--- config.mk ---
export PLATFORM = sky130hd
export DESIGN_NAME = tbc_ctrl
export DESIGN_NICKNAME = d
export VERILOG_FILES = /design/src/tbc_pkg.sv /design/src/tbc_ctrl.sv
export SDC_FILE = /design/constraint.sdc
export NUM_CORES = 1
export LEC_CHECK = 0
export BUFFER_PORTS_ARGS = -buffer_cell sky130_fd_sc_hd__buf_2
export CAP_MARGIN = 20
export CORE_AREA = 2 2 39 41
export DETAILED_ROUTE_END_ITERATION = 12
export DIE_AREA = 0 0 41 43
export GPL_ROUTABILITY_DRIVEN = 0
export SLEW_MARGIN = 5
export SYNTH_ARGS = -nofsm -noshare
export SYNTH_HDL_FRONTEND = slang
export SYNTH_SLANG_ARGS = --single-unit
export TNS_END_PERCENT = 10
--- constraint.sdc ---
create_clock -name clk -period 1.6 [get_ports clk]
set_clock_uncertainty 0.2 [all_clocks]
set_input_delay 0.48 -clock clk [delete_from_list [all_inputs] [get_ports clk]]
set_output_delay 0.48 -clock clk [all_outputs]
set_load 0.02 [all_outputs]
--- src/tbc_pkg.sv ---
`default_nettype none

package tbc_pkg;

    localparam int TABLE_ENTRIES = 64;
    localparam int IDX_W         = $clog2(TABLE_ENTRIES);
    localparam int CNT_W         = $clog2(TABLE_ENTRIES + 1);

    localparam logic [1:0] OP_LOOKUP     = 2'd0;
    localparam logic [1:0] OP_INSERT     = 2'd1;
    localparam logic [1:0] OP_INVALIDATE = 2'd2;

    typedef struct packed {
        logic [63:0] start;
        logic [11:0] length;
        logic [15:0] handle;
    } entry_t;

    // controller -> datapath
    typedef struct packed {
        logic load_in;
        logic match;
        logic decide;
        logic sweep;
        logic load_out;
    } cmd_t;

    // datapath -> controller
    typedef struct packed {
        logic do_sweep;
        logic sweep_done;
        logic out_free;
    } stat_t;

    // index of the set bit of a one-hot (or zero) vector
    function automatic logic [IDX_W-1:0] onehot_index(input logic [TABLE_ENTRIES-1:0] v);
        logic [IDX_W-1:0] idx;
        idx = '0;
        for (int i = 0; i < TABLE_ENTRIES; i++)
        begin
            if (v[i])
            begin
                idx = idx | IDX_W'(i);
            end
        end
        return idx;
    endfunction

endpackage

`default_nettype wire

--- src/tbc_ctrl.sv ---
`default_nettype none

module tbc_ctrl
    import tbc_pkg::*;
(
    input  wire logic  clk,
    input  wire logic  rst_n,
    input  wire logic  in_valid,
    output logic       in_stall,
    input  wire stat_t stat,
    output cmd_t       cmd
);

    typedef enum logic [4:0] {
        S_IDLE   = 5'b00001,
        S_MATCH  = 5'b00010,
        S_DECIDE = 5'b00100,
        S_SWEEP  = 5'b01000,
        S_FINISH = 5'b10000
    } state_t;

    state_t state_reg;
    state_t state_next;

    assign in_stall = (state_reg != S_IDLE);

    always_comb
    begin
        state_next = state_reg;
        cmd        = '0;
        unique case (state_reg)
            S_IDLE:
            begin
                if (in_valid)
                begin
                    cmd.load_in = 1'b1;
                    state_next  = S_MATCH;
                end
            end
            S_MATCH:
            begin
                cmd.match  = 1'b1;
                state_next = stat.do_sweep ? S_SWEEP : S_DECIDE;
            end
            S_DECIDE:
            begin
                cmd.decide = 1'b1;
                state_next = S_FINISH;
            end
            S_SWEEP:
            begin
                cmd.sweep = 1'b1;
                if (stat.sweep_done)
                begin
                    state_next = S_FINISH;
                end
            end
            S_FINISH:
            begin
                if (stat.out_free)
                begin
                    cmd.load_out = 1'b1;
                    state_next   = S_IDLE;
                end
            end
            default:
            begin
                state_next = S_IDLE;
            end
        endcase
    end

    always_ff @(posedge clk or negedge rst_n)
    begin
        if (!rst_n)
        begin
            state_reg <= S_IDLE;
        end
        else
        begin
            state_reg <= state_next;
        end
    end

endmodule

`default_nettype wire

==> flow_metrics.tcl <==
set metrics [dict create \
    finalCritPeriodShare_pct 122 \
    setup_viol 6 \
    power.density_nw_per_um2 1340 \
    grtUsageTotal_pct 12.9 \
    io_pins 12 \
    critPathSlowestCell "dfrtp_1" \
    ant_nets 0 \
    dp_hpwl_microns 733 \
    syn_nets 40 \
    cp_cell_sequence "nor3_2 -> nand3b_1 -> nor2_4 -> buf_6" \
    diodes 0 \
    drive_above_1_share_pct 58.6 \
    nets 65 \
    synth_area_leader_cell "dfrtp_1" \
    cts_tree "done" \
    hold_class "in2reg" \
    ys_ff_latch 5 \
    max-vdd-ir-drop_mv 0.693 \
    drt_wl_total_microns 923 \
    coreArea_sq_um 1380 \
    synth_top_area_share_pct 30.2 \
    seq_area_frac_synth_pct 38.1 \
    path_delay_family "simple AND/OR/NAND/NOR gates" \
    status "finished with violations" \
    vias 354 \
    max_stage_delay_ns 0.38 \
    cap_violations 0 \
    p_leak_nw 0.256 \
    drt-vias-per-instance 4.78 \
    avgRoutedWirePerCell_microns 12.5 \
    worst_slack_ns -0.355 \
    largest_reg_flops 5 \
    clkSlewWorstSetupHoldPaths_ns 0.05 \
    synthCells 34 \
    drt_iter0_drc 6 \
    critPathLaunchType "flip-flop" \
    row_count 14 \
    synthesis.area_sq_um 332 \
    clock_latency_ns 0.25 \
    first_global_vias 338 \
    slew_violations 0 \
    fin_crit_ns 1.96 \
    synth.distinct_cells 20 \
    worstSetupPathType "reg2out" \
    portBuffers 11 \
    syn_avg_cell_area_sq_um 9.75 \
    required_ns 0.92 \
    rsz0062_at_grt "yes" \
    max_freq_ghz 0.511 \
    power_mw 0.743 \
    cp.arrival_ns 1.28 \
    grt_pass1_wl_microns 1480 \
    relSlewSlack_pct 83.4 \
    grt_max_degree 10 \
    cp-end-kind "output port" \
    start_util_pct 24.0 \
    synth_area_leaders "dfrtp_1 30%, dfstp_2 7.9%, buf_6 6.8%" \
    worst_pin_slew_ns 0.248 \
    grt-ovfl-total 0 \
    numCtsBuffers 3 \
    hold_viol 0 \
    syn2layout_area_growth_pct 67.5 \
    violations "setup timing" \
    antenna_found_initial 0 \
    cts.path.max_buffers 2 \
    path_max_fanout 3 \
    cp_num_buf_inv 1 \
    clock_sinks 5 \
    yosysWarnings 0 \
    htree_levels 1 \
    ctsRootBufferMaster "clkbuf_4" \
    die_area_sq_um 1760 \
    die_x_microns 41 \
    fp.dieH_microns 43 \
    drc 0 \
    first_pass_iters 4 \
    fin_tns_setup_ns -1.82 \
]
[area by class of cell]
| type | count | area (sq um) |
|---|---|---|
| fill | 144 | 828 |
| inverter | 2 | 7.51 |
| clock inverter | 1 | 5.00 |
| clock buffer | 3 | 22.5 |
| multi-input combinational | 25 | 204 |
| sequential | 5 | 128 |
| timing repair buffer | 22 | 169 |
| tap | 16 | 20.0 |
[metrics by stage]
stage          area, sq um  setup slack (ns)  hold WS (ns)  util, %  cells
3_5_place_dp           478            -0.151         0.105     34.5     69
5_1_grt                556            -0.405         0.214     40.1     74
6_report               556            -0.355         0.211     40.1     74
3_3_place_gp           478            -0.155        0.0996     34.5     69
2_1_floorplan          350            -0.213       -0.0156        -     34
4_1_cts                543            -0.351         0.213     39.2     74
[synthesized netlist by cell type (all sizes together)]
cell / instances
and3: 1
nor3b: 2
nor2: 4
and2: 1
nor4: 2
nor3: 2
nor4b: 1
inv: 2
and3b: 2
dfrtp: 4
nand2: 1
nor2b: 2
nand3b: 2
o21ai: 1
a311oi: 1
and4b: 1
a31oi: 1
buf: 2
o311ai: 1
dfstp: 1
[power by group]
| part | internal (mW) | switching, mW | total [mW] |
|---|---|---|---|
| clock | 0.0907 | 0.0579 | 0.149 |
| sequential | 0.168 | 0.0516 | 0.220 |
| combinational | 0.191 | 0.184 | 0.375 |
[path summary, 6_finish.rpt]
check / from / to / slack, ns / cells after the start
hold reg to reg: state_reg[2]$_DFFE_PN0P_ / state_reg[3]$_DFFE_PN0P_ / 0.33 / 1
hold / removal: stat[2] / state_reg[2]$_DFFE_PN0P_ / 0.21 / 2
max in group asynchronous: rst_n / state_reg[0]$_DFFE_PN1P_ / 0.61 / 2
setup reg to reg: state_reg[3]$_DFFE_PN0P_ / state_reg[4]$_DFFE_PN0P_ / 0.10 / 5
setup / recovery: state_reg[4]$_DFFE_PN0P_ / cmd[4] / -0.36 / 4
min in group asynchronous: rst_n / state_reg[4]$_DFFE_PN0P_ / 0.38 / 2
[logic make-up (layout without fill, tap and decap cells)]
logic type,count (synthesis),after routing,share of synthesized area [%]
AND/OR/NAND/NOR,21,21,41.9
buffers and inverters,4,28,9.06
AO/OA/AOI/OAI,4,4,10.9
flip-flops,5,5,38.1
[worst register-to-register path: cells and delay by family, from the launching register on]
| family | cells | cell delay, ns |
|---|---|---|
| AO/OA/AOI/OAI | 1 | 0.09 |
| buffers and inverters | 2 | 0.28 |
| flip-flops | 1 | 0.39 |
| AND/OR/NAND/NOR | 2 | 0.46 |
[routing by layer]
layer / GRT usage [%] / vias to the layer above / share of wire (%)
met5: 0 / - / 0
met4: 8.00 / 0 / 1.8
met3: 1.57 / 2 / 8.0
met2: 19.7 / 17 / 47
met1: 16.2 / 161 / 43
li1: - / 174 / -
[what timing repair did]
| item | CTS | global route |
|---|---|---|
| hold endpoints to repair | 4 | 0 |
| pin swaps | 4 | 1 |
| buffers inserted | 0 | 0 |
| hold buffers | 1 | 0 |
| gates resized for setup | 9 | 4 |
| setup endpoints to repair | 6 | 7 |
[layout by cell type (no fill, tap or decap)]
master / instances
nor4_1: 1
nor4b_2: 1
clkbuf_4: 3
and3_1: 1
and2_1: 1
buf_4: 9
nor3b_1: 2
nor2_4: 2
inv_1: 2
nand3b_1: 2
buf_6: 5
clkinv_2: 1
dfstp_2: 1
dlygate4sd3_1: 1
and3b_1: 2
nor3_1: 1
nor3_2: 1
nor2_1: 1
a31oi_1: 1
nand2_1: 1
dfrtp_1: 3
nor2b_1: 2
nor2_2: 1
buf_2: 7
dfrtp_2: 1
and4b_1: 1
o21ai_0: 1
nor4_2: 1
o311ai_2: 1
a311oi_1: 1
(Power assumes the default switching activity.)
